--- config.mk ---
export PLATFORM = sky130hd
export DESIGN_NAME = lhm_seq
export DESIGN_NICKNAME = d
export VERILOG_FILES = /design/src/hdl/lhm_pkg.sv /design/src/hdl/lhm_seq.sv
export SDC_FILE = /design/constraint.sdc
export NUM_CORES = 1
export LEC_CHECK = 0
export ABC_AREA = 1
export BUFFER_PORTS_ARGS = -buffer_cell sky130_fd_sc_hd__buf_2
export CELL_PAD_IN_SITES_DETAIL_PLACEMENT = 0
export CELL_PAD_IN_SITES_GLOBAL_PLACEMENT = 1
export CORE_MARGIN = 3
export CORE_UTILIZATION = 39
export DETAILED_ROUTE_END_ITERATION = 10
export PLACE_DENSITY_LB_ADDON = 0.1
export SLEW_MARGIN = 25
export SYNTH_ARGS = -nofsm -noshare
export SYNTH_HDL_FRONTEND = slang
export SYNTH_SLANG_ARGS = --single-unit
--- constraint.sdc ---
create_clock -name clock -period 16.8 [get_ports clock]
set_clock_uncertainty 0.15 [all_clocks]
set_input_delay 1.68 -clock clock [delete_from_list [all_inputs] [get_ports clock]]
set_output_delay 1.68 -clock clock [all_outputs]
set_load 0.03 [all_outputs]
--- src/hdl/lhm_pkg.sv ---
// Shared types and constants for the linear probing hash map.
`timescale 1ns / 1ps
package lhm_pkg;
   localparam int TABLE_SIZE = 1024;
   localparam int IDX_W = $clog2(TABLE_SIZE);
   localparam int KEY_W = 64;
   localparam int VAL_W = 64;
   localparam int CNT_W = 10;
   localparam int MAX_RESET = 768;

   localparam logic [1:0] ACT_FIND   = 2'd0;
   localparam logic [1:0] ACT_INSERT = 2'd1;
   localparam logic [1:0] ACT_ERASE  = 2'd2;
   localparam logic [1:0] ACT_UNUSED = 2'd3;

   localparam logic [2:0] ST_OK        = 3'd0;
   localparam logic [2:0] ST_NOT_FOUND = 3'd1;
   localparam logic [2:0] ST_DUPLICATE = 3'd2;
   localparam logic [2:0] ST_ZERO_KEY  = 3'd3;
   localparam logic [2:0] ST_FULL      = 3'd4;

   typedef struct packed {
      logic [1:0]       action;
      logic [KEY_W-1:0] key;
      logic [VAL_W-1:0] value;
   } req_type;

   typedef struct packed {
      logic [2:0]       status;
      logic [VAL_W-1:0] value_out;
      logic [CNT_W-1:0] entry_count;
   } rsp_type;

   typedef struct packed {
      logic             key_we;
      logic             val_we;
      logic [IDX_W-1:0] waddr;
      logic [KEY_W-1:0] wkey;
      logic [VAL_W-1:0] wval;
      logic [IDX_W-1:0] raddr;
   } ram_ctl_type;

   typedef enum logic [2:0] {
      FSM_CLEAR, FSM_IDLE, FSM_PRD, FSM_PCHK, FSM_ERD, FSM_ECHK
   } fsm_type;
endpackage

--- src/hdl/lhm_seq.sv ---
// Sequencer that walks probe chains and backward-shift deletions one bucket at a time.
`timescale 1ns / 1ps
module lhm_seq (
   input  logic                       clock,
   input  logic                       reset,
   input  logic                       start,
   output logic                       busy,
   input  lhm_pkg::req_type           req_payload,
   output logic                       rsp_strobe,
   output lhm_pkg::rsp_type           rsp_payload,
   input  logic                       csr_wr_en,
   input  logic [lhm_pkg::CNT_W-1:0]  csr_wr_data,
   output lhm_pkg::ram_ctl_type       ram_ctl,
   input  logic [lhm_pkg::KEY_W-1:0]  rd_key,
   input  logic [lhm_pkg::VAL_W-1:0]  rd_val
);
   lhm_pkg::fsm_type                state_ff, state_in;
   lhm_pkg::req_type                req_ff, req_in;
   logic [lhm_pkg::IDX_W-1:0]       ptr_ff, ptr_in;
   logic [lhm_pkg::IDX_W-1:0]       hole_ff, hole_in;
   logic [lhm_pkg::CNT_W-1:0]       occ_ff, occ_in;
   logic [lhm_pkg::CNT_W-1:0]       max_ff;
   logic                            strobe_ff, strobe_in;
   lhm_pkg::rsp_type                rsp_ff, rsp_in;
   logic [31:0]                     lim;
   logic                            at_limit;
   logic [lhm_pkg::IDX_W-1:0]       home, off_hole, off_cur;

   always_ff @(posedge clock) begin
      if (reset) begin
         state_ff  <= lhm_pkg::FSM_CLEAR;
         ptr_ff    <= '0;
         occ_ff    <= '0;
         max_ff    <= lhm_pkg::CNT_W'(lhm_pkg::MAX_RESET);
         strobe_ff <= 1'b0;
      end else begin
         state_ff  <= state_in;
         ptr_ff    <= ptr_in;
         occ_ff    <= occ_in;
         strobe_ff <= strobe_in;
         if (csr_wr_en) begin
            max_ff <= csr_wr_data;
         end
      end
      req_ff  <= req_in;
      hole_ff <= hole_in;
      rsp_ff  <= rsp_in;
   end

   // At least one bucket always stays empty so every probe chain ends.
   assign lim = (32'(max_ff) > 32'(lhm_pkg::TABLE_SIZE - 1)) ?
                32'(lhm_pkg::TABLE_SIZE - 1) : 32'(max_ff);
   assign at_limit = (32'(occ_ff) + 32'd1) > lim;

   assign home     = rd_key[lhm_pkg::IDX_W-1:0];
   assign off_hole = hole_ff - home;
   assign off_cur  = ptr_ff - home;

   always_comb begin
      state_in  = state_ff;
      req_in    = req_ff;
      ptr_in    = ptr_ff;
      hole_in   = hole_ff;
      occ_in    = occ_ff;
      strobe_in = 1'b0;
      rsp_in    = rsp_ff;
      ram_ctl   = '{key_we: 1'b0, val_we: 1'b0, waddr: hole_ff, wkey: '0, wval: '0,
                    raddr: ptr_ff};
      unique case (state_ff)
         lhm_pkg::FSM_CLEAR: begin
            ram_ctl.key_we = 1'b1;
            ram_ctl.waddr  = ptr_ff;
            ptr_in         = ptr_ff + 1'b1;
            if (ptr_ff == lhm_pkg::IDX_W'(lhm_pkg::TABLE_SIZE - 1)) begin
               state_in = lhm_pkg::FSM_IDLE;
            end
         end
         lhm_pkg::FSM_IDLE: begin
            if (start) begin
               req_in = req_payload;
               ptr_in = req_payload.key[lhm_pkg::IDX_W-1:0];
               rsp_in = '{status: lhm_pkg::ST_NOT_FOUND, value_out: '0, entry_count: occ_ff};
               if (req_payload.action == lhm_pkg::ACT_UNUSED) begin
                  strobe_in = 1'b1;
               end else if (req_payload.key == '0) begin
                  rsp_in.status = lhm_pkg::ST_ZERO_KEY;
                  strobe_in     = 1'b1;
               end else begin
                  state_in = lhm_pkg::FSM_PRD;
               end
            end
         end
         lhm_pkg::FSM_PRD: begin
            state_in = lhm_pkg::FSM_PCHK;
         end
         lhm_pkg::FSM_PCHK: begin
            if (rd_key == req_ff.key) begin
               unique case (req_ff.action)
                  lhm_pkg::ACT_FIND: begin
                     rsp_in.status    = lhm_pkg::ST_OK;
                     rsp_in.value_out = rd_val;
                     strobe_in        = 1'b1;
                     state_in         = lhm_pkg::FSM_IDLE;
                  end
                  lhm_pkg::ACT_INSERT: begin
                     rsp_in.status = lhm_pkg::ST_DUPLICATE;
                     strobe_in     = 1'b1;
                     state_in      = lhm_pkg::FSM_IDLE;
                  end
                  default: begin
                     hole_in  = ptr_ff;
                     ptr_in   = ptr_ff + 1'b1;
                     state_in = lhm_pkg::FSM_ERD;
                  end
               endcase
            end else if (rd_key == '0) begin
               strobe_in = 1'b1;
               state_in  = lhm_pkg::FSM_IDLE;
               if (req_ff.action == lhm_pkg::ACT_INSERT) begin
                  if (at_limit) begin
                     rsp_in.status = lhm_pkg::ST_FULL;
                  end else begin
                     ram_ctl.key_we     = 1'b1;
                     ram_ctl.val_we     = 1'b1;
                     ram_ctl.waddr      = ptr_ff;
                     ram_ctl.wkey       = req_ff.key;
                     ram_ctl.wval       = req_ff.value;
                     occ_in             = occ_ff + 1'b1;
                     rsp_in.status      = lhm_pkg::ST_OK;
                     rsp_in.entry_count = occ_ff + 1'b1;
                  end
               end
            end else begin
               ptr_in   = ptr_ff + 1'b1;
               state_in = lhm_pkg::FSM_PRD;
            end
         end
         lhm_pkg::FSM_ERD: begin
            state_in = lhm_pkg::FSM_ECHK;
         end
         lhm_pkg::FSM_ECHK: begin
            if (rd_key == '0) begin
               // End of the cluster: the hole left behind becomes empty.
               ram_ctl.key_we = 1'b1;
               if (occ_ff != '0) begin
                  occ_in             = occ_ff - 1'b1;
                  rsp_in.entry_count = occ_ff - 1'b1;
               end
               rsp_in.status = lhm_pkg::ST_OK;
               strobe_in     = 1'b1;
               state_in      = lhm_pkg::FSM_IDLE;
            end else begin
               if (off_hole < off_cur) begin
                  ram_ctl.key_we = 1'b1;
                  ram_ctl.val_we = 1'b1;
                  ram_ctl.wkey   = rd_key;
                  ram_ctl.wval   = rd_val;
                  hole_in        = ptr_ff;
               end
               ptr_in   = ptr_ff + 1'b1;
               state_in = lhm_pkg::FSM_ERD;
            end
         end
         default: begin
            state_in = lhm_pkg::FSM_IDLE;
         end
      endcase
   end

   assign busy        = (state_ff != lhm_pkg::FSM_IDLE);
   assign rsp_strobe  = strobe_ff;
   assign rsp_payload = rsp_ff;
endmodule

== Word-level counts from Yosys, hierarchy flattened ==
Cells that the tools add are included.
Word-level totals
  bits in registers: 251
  input bits: 272
  output and inout bits: 229
  word-level logic and storage cells: 127
Operators by class
  $add $sub $neg: 6
  order comparisons: 2
  equality and inequality tests: 29
  multiplexer cells: 60
  reductions and logical operators: 18
Operator list (count)
  140-bit 2-to-1 mux: 4
  128-bit 2-to-1 mux: 2
  128-bit case mux with 2 select lines: 1
  10-bit 2-to-1 mux: 14
  64-bit logical NOT: 2
  64-bit 2-to-1 mux: 2
  64-bit case mux with 2 select lines: 1
  77-bit 2-to-1 mux: 1
  64-bit == test: 1
  10-bit case mux with 2 select lines: 3
  10-bit case mux with 4 select lines: 1
  3-bit 2-to-1 mux: 12
  10-bit case mux with 3 select lines: 1
  2-bit inequality test (second input constant): 14
  10-bit by 1-bit adder with 10-bit output (second input constant): 2
  10-bit subtractor: 2
  3-bit case mux with 6 select lines: 1
  10-bit by 1-bit adder with 11-bit output (second input constant): 1
  11-bit by 10-bit > comparator with 1-bit output: 1
  10-bit == test (second input constant): 1
  10-bit < comparator: 1
  10-bit nonzero test: 1
  10-bit by 1-bit subtractor with 10-bit output (second input constant): 1
  3-bit inequality test (second input constant): 3
  other kinds (27): 42

== Logic depth before layout (Yosys ltp) ==
Gate-level depths: netlist of run 1.
  depth in word-level cells: 7
  gate-level depth with buffers: 22
  mapped depth without buffers: 22

== Least setup slack after synthesis of run 1 ==
OpenSTA, ideal clock, no wires.
  path kind: input to register
  from: in start
  to: reg rsp_ff (netlist bit rsp_payload[10]) (enable)
  setup time: 0.487 ns
  arrival time: 10.073 ns
  required time: 16.163 ns
  setup slack: 6.090 ns
  stages: 4
  buffers on the path: 0
  cells stage by stage: inv_1 > nor2_1 > a31oi_1 > nor2_1
Between the ends
  word-level cells in the longest chain between the ends: 2
RTL lines
  start, declared: RTL line lhm_seq.sv:6  | input logic start,
  2-bit inequality test (no source line)
  4-bit AND reduction (no source line)
  end signal, assigned: RTL line lhm_seq.sv:47  | rsp_ff <= rsp_in;
  end, declared: RTL line lhm_seq.sv:24  | lhm_pkg::rsp_type rsp_ff, rsp_in;
Every way passes these cells.
A chain may end at the register's enable or synchronous reset.

==> results of run 1 <==
## through the flow
stage	area, µm²	util [%]	setup WS [ps]
after detailed placement	17200	48.1	8760
after floorplan	14200	-	6090
after global routing	18200	51.0	8400
after global placement	17200	48.0	8830
final	18200	51.0	8870
after CTS	18200	50.9	8790
## state kept, by name, summed over array words and instances, names as in the netlist
signal,flops
ptr_ff,10
max_ff,10
state_ff,3
occ_ff,10
req_ff,130
rsp_strobe,1
rsp_payload,77
hole_ff,10
## worst reg2reg max path: cells and delay by family (launching register included)
kind,cells,cell delay [ps]
and+or+nand+nor,9,960
adders and majority gates,3,800
AOI/OAI and AO/OA,5,770
DFF,1,640
buffers and inverters,3,580
xor gates and xnor gates,1,160
## cells in the final DEF (no fill, tap or decap), drive strengths merged, types with 41 or more instances in the layout
cell type | netlist | final
buf | 37 | 511
nand2 | 371 | 371
inv | 297 | 297
nor2 | 237 | 237
edfxtp | 217 | 217
o21ai | 126 | 126
nand3 | 118 | 118
o22ai | 70 | 70
a21oi | 45 | 45
ha | 41 | 41
## per-layer routing
metal	part of all wire [%]	global-route usage (%)	vias up	routed length (µm)
met2	48	46.4	565	27200
met1	42	38.1	6640	24100
met4	2.5	7.73	6	1400
met5	0.063	0	-	36
li1	-	-	6706	-
met3	7.8	5.13	93	4430
## power groups by stage
stage	Sequential [W]	Clock, W	Combinational (W)
floorplan	0.000691	0	0.0000515
CTS	0.000678	0.000686	0.000111
finish	0.000678	0.000673	0.000111
detailed placement	0.000691	0	0.000110
global placement	0.000691	0	0.000109
global route	0.000678	0.000713	0.000126
## Yosys cell counts, types with 2 or more instances
master	count	area [µm²]
a21boi_0	3	22.5
a21oi_1	45	225
buf_1	8	30.0
buf_2	27	135
buf_6	2	22.5
clkbuf_1	21	78.8
dfxtp_1	34	681
edfxtp_1	217	6520
fa_1	2	40.0
ha_1	41	513
inv_1	280	1050
inv_2	17	63.8
nand2_1	364	1370
nand2_2	6	37.5
nand3_1	117	586
nand3b_1	3	22.5
nand4_1	19	119
nor2_1	227	852
nor2_2	5	31.3
nor2_4	4	45.0
nor3_1	11	55.1
nor4_1	9	56.3
o21ai_0	122	611
o21ai_1	3	15.0
o21bai_1	11	82.6
o221ai_1	9	78.8
o22ai_1	70	438
xnor2_1	8	70.1
xor2_1	26	228
## cells by family after synthesis
| kind of cell | after synthesis | share of synthesized area [%] |
|---|---|---|
| simple gates | 774 | 22.9 |
| xor+xnor | 34 | 2.09 |
| compound gates | 272 | 10.8 |
| fa+ha+maj | 43 | 3.88 |
| buf+inv | 356 | 9.72 |
| flops | 251 | 50.5 |
## final cells by class
| class | count | share of cell area (%) |
|---|---|---|
| Sequential cell | 251 | 39.5 |
| Tap cell | 461 | 3.16 |
| Clock buffer | 35 | 4.27 |
| Antenna cell | 14 | 0.192 |
| Inverter | 298 | 6.13 |
| Timing Repair Buffer | 511 | 14.2 |
| Multi-Input combinational cell | 1123 | 31.2 |
| Clock inverter | 20 | 1.33 |
## worst max path at each step
| stage | to | slack [ps] | cells after the start |
|---|---|---|---|
| floorplan | rsp_payload[10]$_SDFFCE_PN0P_ | 6090 | 4 |
| global placement | ram_ctl[60] | 8830 | 22 |
| detailed placement | ram_ctl[60] | 8760 | 20 |
| CTS | ram_ctl[60] | 8790 | 16 |
| global route | ram_ctl[60] | 8400 | 22 |
| finish | ram_ctl[35] | 8870 | 23 |
==> results.ini, run 1 <==
[status]
status = complete, no violations

[timing]
clock.fmax_mhz = 126
timing.setup.tns_ps = 0
whs_ps = 327
final_hold_viol_count = 0
rsz0062_at_grt = no
post-route-min-period_ps = 7930
fin_crit_sh_pct = 47.2
drv_slew = 0
worst_pin_slew_ps = 1030
slew_headroom_pct = 31.2
setup_violations = 0

[synthesis]
async_flop_share_pct = 0
synth-seq-cells = 251
syn_nets = 2045
synth_edf_count = 217
yosysSeqAreaShare_pct = 50.5
synth_ff_type = edfxtp_1
avgSynthCellArea_um2 = 8.23
synth_area_um2 = 14200
netlist_instances = 1730
yosysWarningCount = 0
ys_types = 48

[clock_tree]
cts_root_buf = clkbuf_16
cts_tree = done
cts.sinks = 251
ctsHoldBuffers = 0
clk_path_buf_depth = 3
clock_latency_ps = 570
clk_pin_slew_ps = 60
cts_resized = 0
numCtsBuffers = 30
htree_levels = 1
cts_setup_buffers = 0

[place]
dpl.hpwl_um = 44200
place_inst = 2644
gp_congestion = 0.925
port_buffers = 500

[worst_setup_path]
cp_num_buf_inv = 5
path_class = primary input to output port
required_ps = 14970
cp.arrival_ps = 6100
cp-end-kind = output port
regToRegSetupSlack_ps = 12440
startpoint_type = primary input
crit_path_start = rd_key[2]
rr_startpoint = ptr_ff[0]$_SDFFE_PP0P_
path_common_cell = nand2_1
crit_chain = buf_2 -> inv_2 -> ha_1 -> a21oi_1 -> o21ai_0 -> nand2_1 -> nand2_1 -> a21oi_1 -> o21ai_0 -> nand2_1 -> nand2_1 -> a21oi_1 -> inv_1 -> nand2_1 -> nand2_1 -> ha_1 -> a21oi_1 -> o21ai_0 -> a21oi_1 -> nand3_4 -> buf_4 -> o21ai_0 -> buf_2
worst-r2r-cell-count = 21
cp_top_family = compound AO/OA/AOI/OAI gates
cp_slowest_cell = nand3_4
critPathMaxFanout = 68
slowest_delay_ps = 630
r2r-end = hole_ff[4]$_DFFE_PP_

[route]
wl_per_cell_um = 21.1
postRouteAntennaNets = 0
dr.pass1.iters = 5
avgViaCountPerCell = 5.16
drc = 0
vias = 14000
dr.first_iter.drc_count = 993
wirelength_um = 57100

[min_path]
worstHoldPathCells = 2
hold_path_class = flop to flop
worstHoldStart = max_ff[3]$_SDFFE_PP0P_
min_to = max_ff[3]$_SDFFE_PP0P_

[power_and_ir_drop]
clock_power_share_pct = 46.0
power.share.sequential_pct = 46.4
total_power_w = 0.00146
p_switching_w = 0.000334
powerDensity_nw_per_um2 = 80.1
leakagePower_nw = 8.99
p_sw_share_pct = 22.8
ir_drop_mv = 0.0778
comb_power_share_pct = 7.6
intPower_w = 0.00113

[floorplan]
start_util_pct = 39.9
core_region_area_um2 = 35700
io_pins = 501
dieArea_um2 = 38900
row_count = 69
dieHeight_um = 197
die_w_um = 197

[global_routing]
grt_pass1_vias = 13300
gr-total-overflow = 0
grt_pass1_wl_um = 83000
antenna_found_initial = 12
grt_max_degree = 77
track_usage_pct = 28.1

[final_layout]
seq_area_um2 = 7200
instances_no_fill = 2713
nets = 2530
n_fill_cell = 3617
drive_above_1_share_pct = 26.9
area_growth_pct = 28.1
multi_input_area_um2 = 5700

[run]
maxCapViolCount = 0

No activity file was read; power rests on OpenSTA's default activity.
==> inputs of run 2 (changes only) <==
--- a/config.mk
+++ b/config.mk
@@ -10,7 +10,7 @@
 export CELL_PAD_IN_SITES_DETAIL_PLACEMENT = 0
 export CELL_PAD_IN_SITES_GLOBAL_PLACEMENT = 1
 export CORE_MARGIN = 3
-export CORE_UTILIZATION = 39
+export CORE_UTILIZATION = 37
 export DETAILED_ROUTE_END_ITERATION = 10
 export PLACE_DENSITY_LB_ADDON = 0.1
 export SLEW_MARGIN = 25
==> constraint.sdc (replaced) <==
create_clock -name clock -period 8.3 [get_ports clock]
set_clock_uncertainty 0.15 [all_clocks]
set_input_delay 0.83 -clock clock [delete_from_list [all_inputs] [get_ports clock]]
set_output_delay 0.83 -clock clock [all_outputs]
set_load 0.03 [all_outputs]
==> results.ini, run 2 (synthesis results as in run 1) <==
[floorplan]
dieArea_um2 = 40900  ; +5.2%
dieHeight_um = 202  ; +2.6%
row_count = 71  ; +2.9%
start_util_pct = 37.6  ; -2.2 points
core_region_area_um2 = 37800  ; +5.9%
die_w_um = 202  ; +2.6%
io_pins = 501  ; unchanged

[power_and_ir_drop]
powerDensity_nw_per_um2 = 159  ; +99%
total_power_w = 0.00290  ; +99%
leakagePower_nw = 8.95  ; -0.48%
ir_drop_mv = 0.142  ; +83%

[route]
wirelength_um = 57700  ; +0.99%
vias = 14000  ; +0.16%
drc = 0  ; unchanged
avgViaCountPerCell = 5.09  ; -1.4%
dr.first_iter.drc_count = 1005  ; +1.2%
postRouteAntennaNets = 0  ; unchanged
dr.pass1.iters = 5  ; unchanged
wl_per_cell_um = 20.9  ; -0.59%

[timing]
final_hold_viol_count = 0  ; unchanged
whs_ps = 283  ; -44.1 ps
post-route-min-period_ps = 6350
rsz0062_at_grt = no
timing.setup.tns_ps = 0  ; unchanged
clock.fmax_mhz = 157
slew_headroom_pct = 35.3  ; +4.1 points
setup_violations = 0  ; unchanged
fin_crit_sh_pct = 76.5
worst_pin_slew_ps = 970  ; -61.2 ps
drv_slew = 0  ; unchanged

[clock_tree]
cts_setup_buffers = 0  ; unchanged
clock_latency_ps = 570  ; about the same
clk_path_buf_depth = 3  ; unchanged
htree_levels = 1  ; unchanged
clk_pin_slew_ps = 60  ; about the same
ctsHoldBuffers = 0  ; unchanged
cts.sinks = 251  ; unchanged
cts_resized = 0  ; unchanged
numCtsBuffers = 28  ; -6.7%
cts_tree = done
cts_root_buf = clkbuf_16

[global_routing]
grtUsageMet3_pct = 4.65  ; -0.48 points
track_usage_pct = 26.9  ; -1.1 points
grt_util_met1_pct = 35.4  ; -2.8 points
grt_pass1_wl_um = 84700  ; +2.1%
grt_pass1_vias = 13400  ; +0.70%
grt_util_met2_pct = 46.1  ; -0.31 points
grt_busiest_layer = met2
gr-total-overflow = 0  ; unchanged
antenna_found_initial = 13  ; +1
grt_max_degree = 76  ; -1.3%

[worst_setup_path]
rr_startpoint = ptr_ff[2]$_SDFFE_PP0P_
required_ps = 7320  ; -7650 ps
startpoint_type = flop
cp_slowest_cell = dfxtp_1
path_class = flop to output port
cp-end-kind = output port
slowest_delay_ps = 590  ; -40 ps
r2r-end = hole_ff[0]$_DFFE_PP_
worst-r2r-cell-count = 19  ; -9.5%
regToRegSetupSlack_ps = 3710  ; -8730 ps
cp.arrival_ps = 5370  ; -730 ps
crit_chain = ha_1 -> a21oi_1 -> o21ai_0 -> a21oi_1 -> nor2_1 -> o22ai_1 -> nor2_1 -> o21ai_0 -> nand2_1 -> nand2_1 -> nand2_1 -> ha_1 -> a21oi_1 -> o21ai_0 -> a21oi_1 -> nand3_4 -> buf_4 -> o21ai_0 -> buf_2
critPathMaxFanout = 71  ; +4.4%

[place]
dpl.hpwl_um = 45300  ; +2.4%
place_inst = 2694  ; +1.9%
gp_congestion = 0.987  ; +6.6%
port_buffers = 500  ; unchanged

[final_layout]
largest_register_ff_count = 130  ; unchanged
nets = 2528  ; -0.079%
area_growth_pct = 28.0  ; about the same
instances_no_fill = 2756  ; +1.6%
final_cell_mix = buf_2 (500), nand2_1 (364), inv_1 (279), nor2_1 (225), edfxtp_1 (217)
layout_commonest_cell = buf_2
largest_register = req_ff
drive_above_1_share_pct = 26.7  ; -0.23 points

[run]
maxCapViolCount = 0  ; unchanged

[min_path]
min_to = req_ff[3]$_DFFE_PP_
worstHoldStart = req_payload[3]
hold_path_class = primary input to flop
worstHoldPathCells = 1  ; -1

[status]
status = complete, no violations

run 2: power by group:
part	switching (W)	total (W)	internal [W]
sequential	0.00000437	0.00137	0.00137
combinational	0.000136	0.000229	0.0000936
clock	0.000516	0.00130	0.000787
total	0.000656	0.00290	0.00225
run 2: cell type report:
cell class                 instances  area (µm²)
sequential                       251        7200
tap                              511         639
fill                            3852       19600
multi-input combinational       1123        5700
clock buffer                      45         805
clock inverter                     7         159
timing repair buffer             511        2580
antenna                           10        25.0
inverter                         298        1120
run 2: how the worst max path moves through the flow:
| stage | endpoint | slack (ps) | start | depth (start not counted) |
|---|---|---|---|---|
| CTS | ram_ctl[101] | 2040 | ptr_ff[2]$_SDFFE_PP0P_ | 19 |
| finish | ram_ctl[75] | 1950 | ptr_ff[2]$_SDFFE_PP0P_ | 19 |
| floorplan | rsp_payload[10]$_SDFFCE_PN0P_ | 500 | state_ff[2]$_SDFFE_PP0P_ | 7 |
| detailed placement | ram_ctl[101] | 2210 | rd_key[2] | 21 |
| global placement | ram_ctl[75] | 2310 | rd_key[2] | 23 |
| global route | ram_ctl[75] | 1550 | ptr_ff[2]$_SDFFE_PP0P_ | 19 |
run 2: per-stage QoR:
| step | worst slack [ps] | util [%] | instance area [µm²] |
|---|---|---|---|
| after CTS | 2040 | 48.1 | 18200 |
| after floorplan | 497 | - | 14200 |
| final | 1950 | 48.2 | 18200 |
| after global placement | 2310 | 45.6 | 17200 |
| after global routing | 1550 | 48.2 | 18200 |
| after detailed placement | 2210 | 45.6 | 17200 |
run 2: worst max-delay path: cells and delay by family (launching register included):
family | cells | cell delay, ps
AOI/OAI and AO/OA | 9 | 1700
and+or+nand+nor | 6 | 860
buffers and inverters | 2 | 850
adders and majority gates | 2 | 670
DFF | 1 | 590
run 2: layer usage:
layer  routed length, µm  share of wire, %
met5                  53             0.092
met2               27700                48
met4                1610               2.8
met1               24200                42
met3                4150               7.2
==> inputs of run 3 (changes only) <==
==> constraint.sdc (replaced) <==
create_clock -name clock -period 6.5 [get_ports clock]
set_clock_uncertainty 0.15 [all_clocks]
set_input_delay 0.65 -clock clock [delete_from_list [all_inputs] [get_ports clock]]
set_output_delay 0.65 -clock clock [all_outputs]
set_load 0.03 [all_outputs]
==> results.ini, run 3 (synthesis results as in run 1) <==
[timing]
setup_violations = 0  ; unchanged
post-route-min-period_ps = 5910
final_hold_viol_count = 0  ; unchanged
fin_crit_sh_pct = 90.9
finalWorstSetupSlack_ps = 595  ; -1350 ps
slew_headroom_pct = 30.9  ; -4.4 points
rsz0062_at_grt = no
clock.fmax_mhz = 169
whs_ps = 127  ; -156 ps
timing.setup.tns_ps = 0  ; unchanged
worst_pin_slew_ps = 1040  ; +66.6 ps
drv_slew = 0  ; unchanged

[status]
status = complete, no violations

[clock_tree]
clk_pin_slew_ps = 60  ; about the same
clk_path_buf_depth = 3  ; unchanged
cts_resized = 0  ; unchanged
clock_latency_ps = 550  ; -20 ps
ctsHoldBuffers = 0  ; unchanged
cts_root_buf = clkbuf_16
htree_levels = 1  ; unchanged
cts_tree = done
cts_setup_buffers = 0  ; unchanged
cts.sinks = 251  ; unchanged
numCtsBuffers = 28  ; unchanged

[worst_setup_path]
critPathMaxFanout = 36  ; -49%
slowest_delay_ps = 570  ; -20 ps
r2r-end = hole_ff[7]$_DFFE_PP_
startpoint_type = flop
crit_chain = nand3_1 -> nor2_1 -> nand3_1 -> nor3_1 -> xor2_1 -> inv_1 -> ha_1 -> nand2_1 -> inv_1 -> a221oi_1 -> nand2_1 -> nand2_1 -> nand2_1 -> nor2_8 -> nand2_2 -> buf_4 -> o22ai_1 -> buf_2
cp-end-kind = output port
path_class = flop to output port
worst-r2r-cell-count = 19  ; unchanged
path_common_cell = nand2_1
rr_startpoint = ptr_ff[2]$_SDFFE_PP0P_
crit_path_start = occ_ff[2]$_SDFFE_PP0P_
cp.arrival_ps = 5110  ; -260 ps
cp_slowest_cell = nand2_2
regToRegSetupSlack_ps = 1930  ; -1780 ps
required_ps = 5700  ; -1620 ps

[route]
wirelength_um = 57200  ; -0.83%
dr.first_iter.drc_count = 1056  ; +5.1%
vias = 14000  ; -0.45%
postRouteAntennaNets = 0  ; unchanged
avgViaCountPerCell = 5.05  ; -0.81%
wl_per_cell_um = 20.7  ; -1.2%
drc = 0  ; unchanged
dr.pass1.iters = 5  ; unchanged

[global_routing]
grt_pass1_vias = 13400  ; -0.48%
antenna_found_initial = 19  ; +6
grt_max_degree = 76  ; unchanged
gr-total-overflow = 0  ; unchanged
grt_pass1_wl_um = 83700  ; -1.2%
track_usage_pct = 26.6  ; -0.28 points

[final_layout]
design_area_um2 = 18200  ; -0.16%
n_fill_cell = 3851  ; -0.026%
drive_above_1_share_pct = 27.0  ; +0.32 points
area_growth_pct = 27.8
largest_register_ff_count = 130  ; unchanged
final_cell_mix = buf_2 (500), nand2_1 (364), inv_1 (279), nor2_1 (225), edfxtp_1 (217)
nets = 2531  ; +0.12%
largest_register = req_ff
layout_commonest_cell = buf_2

[min_path]
worstHoldStart = req_payload[19]
worstHoldPathCells = 1  ; unchanged
min_to = req_ff[19]$_DFFE_PP_
hold_path_class = primary input to flop

[floorplan]
die_w_um = 202  ; unchanged
start_util_pct = 37.6  ; unchanged
core_region_area_um2 = 37800  ; unchanged
dieHeight_um = 202  ; unchanged
dieArea_um2 = 40900  ; unchanged
io_pins = 501  ; unchanged
row_count = 71  ; unchanged

[place]
place_area_um2 = 17300  ; +0.13%
port_buffers = 500  ; unchanged
dp_slack_ps = 1010  ; -1200 ps
gp_congestion = 0.994  ; +0.74%
dpl.hpwl_um = 44900  ; -0.87%

[power_and_ir_drop]
powerDensity_nw_per_um2 = 198  ; +24%
ir_drop_mv = 0.172  ; +21%
total_power_w = 0.00360  ; +24%
leakagePower_nw = 8.95  ; about the same

[run]
maxCapViolCount = 0  ; unchanged

[run 3: worst max path at each step]
stage | to | slack [ps]
after floorplan | rsp_payload[10]$_SDFFCE_PN0P_ | 150
after global placement | ram_ctl[75] | 1120
after detailed placement | ram_ctl[75] | 1010
after CTS | ram_ctl[147] | 510
after global routing | ram_ctl[128] | 160
final | ram_ctl[117] | 590
[run 3: cell type report]
cell class                      instances  area [µm²]  share of cell area [%]
Sequential cell                       251        7200                    39.5
Multi-Input combinational cell       1123        5700                    31.3
Timing Repair Buffer                  514        2610                    14.3
Inverter                              298        1120                    6.15
Clock buffer                           34         754                    4.15
Tap cell                              511         639                    3.51
Clock inverter                         18         140                   0.770
Antenna cell                           17        42.5                   0.234
[run 3: critical path: cells and delay by family, from the launching register on]
kind                     cells  cell delay (ps)
XOR/XNOR                     1              270
AO/OA/AOI/OAI                2              450
flip-flops                   1              460
adder cells (fa/ha/maj)      1              300
AND/OR/NAND/NOR             10             2210
buffers and inverters        4              840
[run 3: routing by layer]
layer  vias up  GRT usage (%)  part of all wire, %
met5         -              0                0.098
met4         8           7.42                  2.5
met3        90           5.44                  8.2
met2       582           44.3                   47
met1      6579           35.5                   42
li1       6710              -                    -
[run 3: where the power goes]
part | internal (W) | switching, W | leakage, nW | total [W]
combinational | 0.000120 | 0.000172 | 6.24 | 0.000293
sequential | 0.00174 | 0.00000270 | 2.27 | 0.00175
clock | 0.000902 | 0.000659 | 0.445 | 0.00156
[run 3: through the flow]
step,util [%],instances
final,48.1,2766
after CTS,48.0,2749
after detailed placement,45.6,2697
after global placement,45.6,2697
after global routing,48.1,2761
after floorplan,-,1730
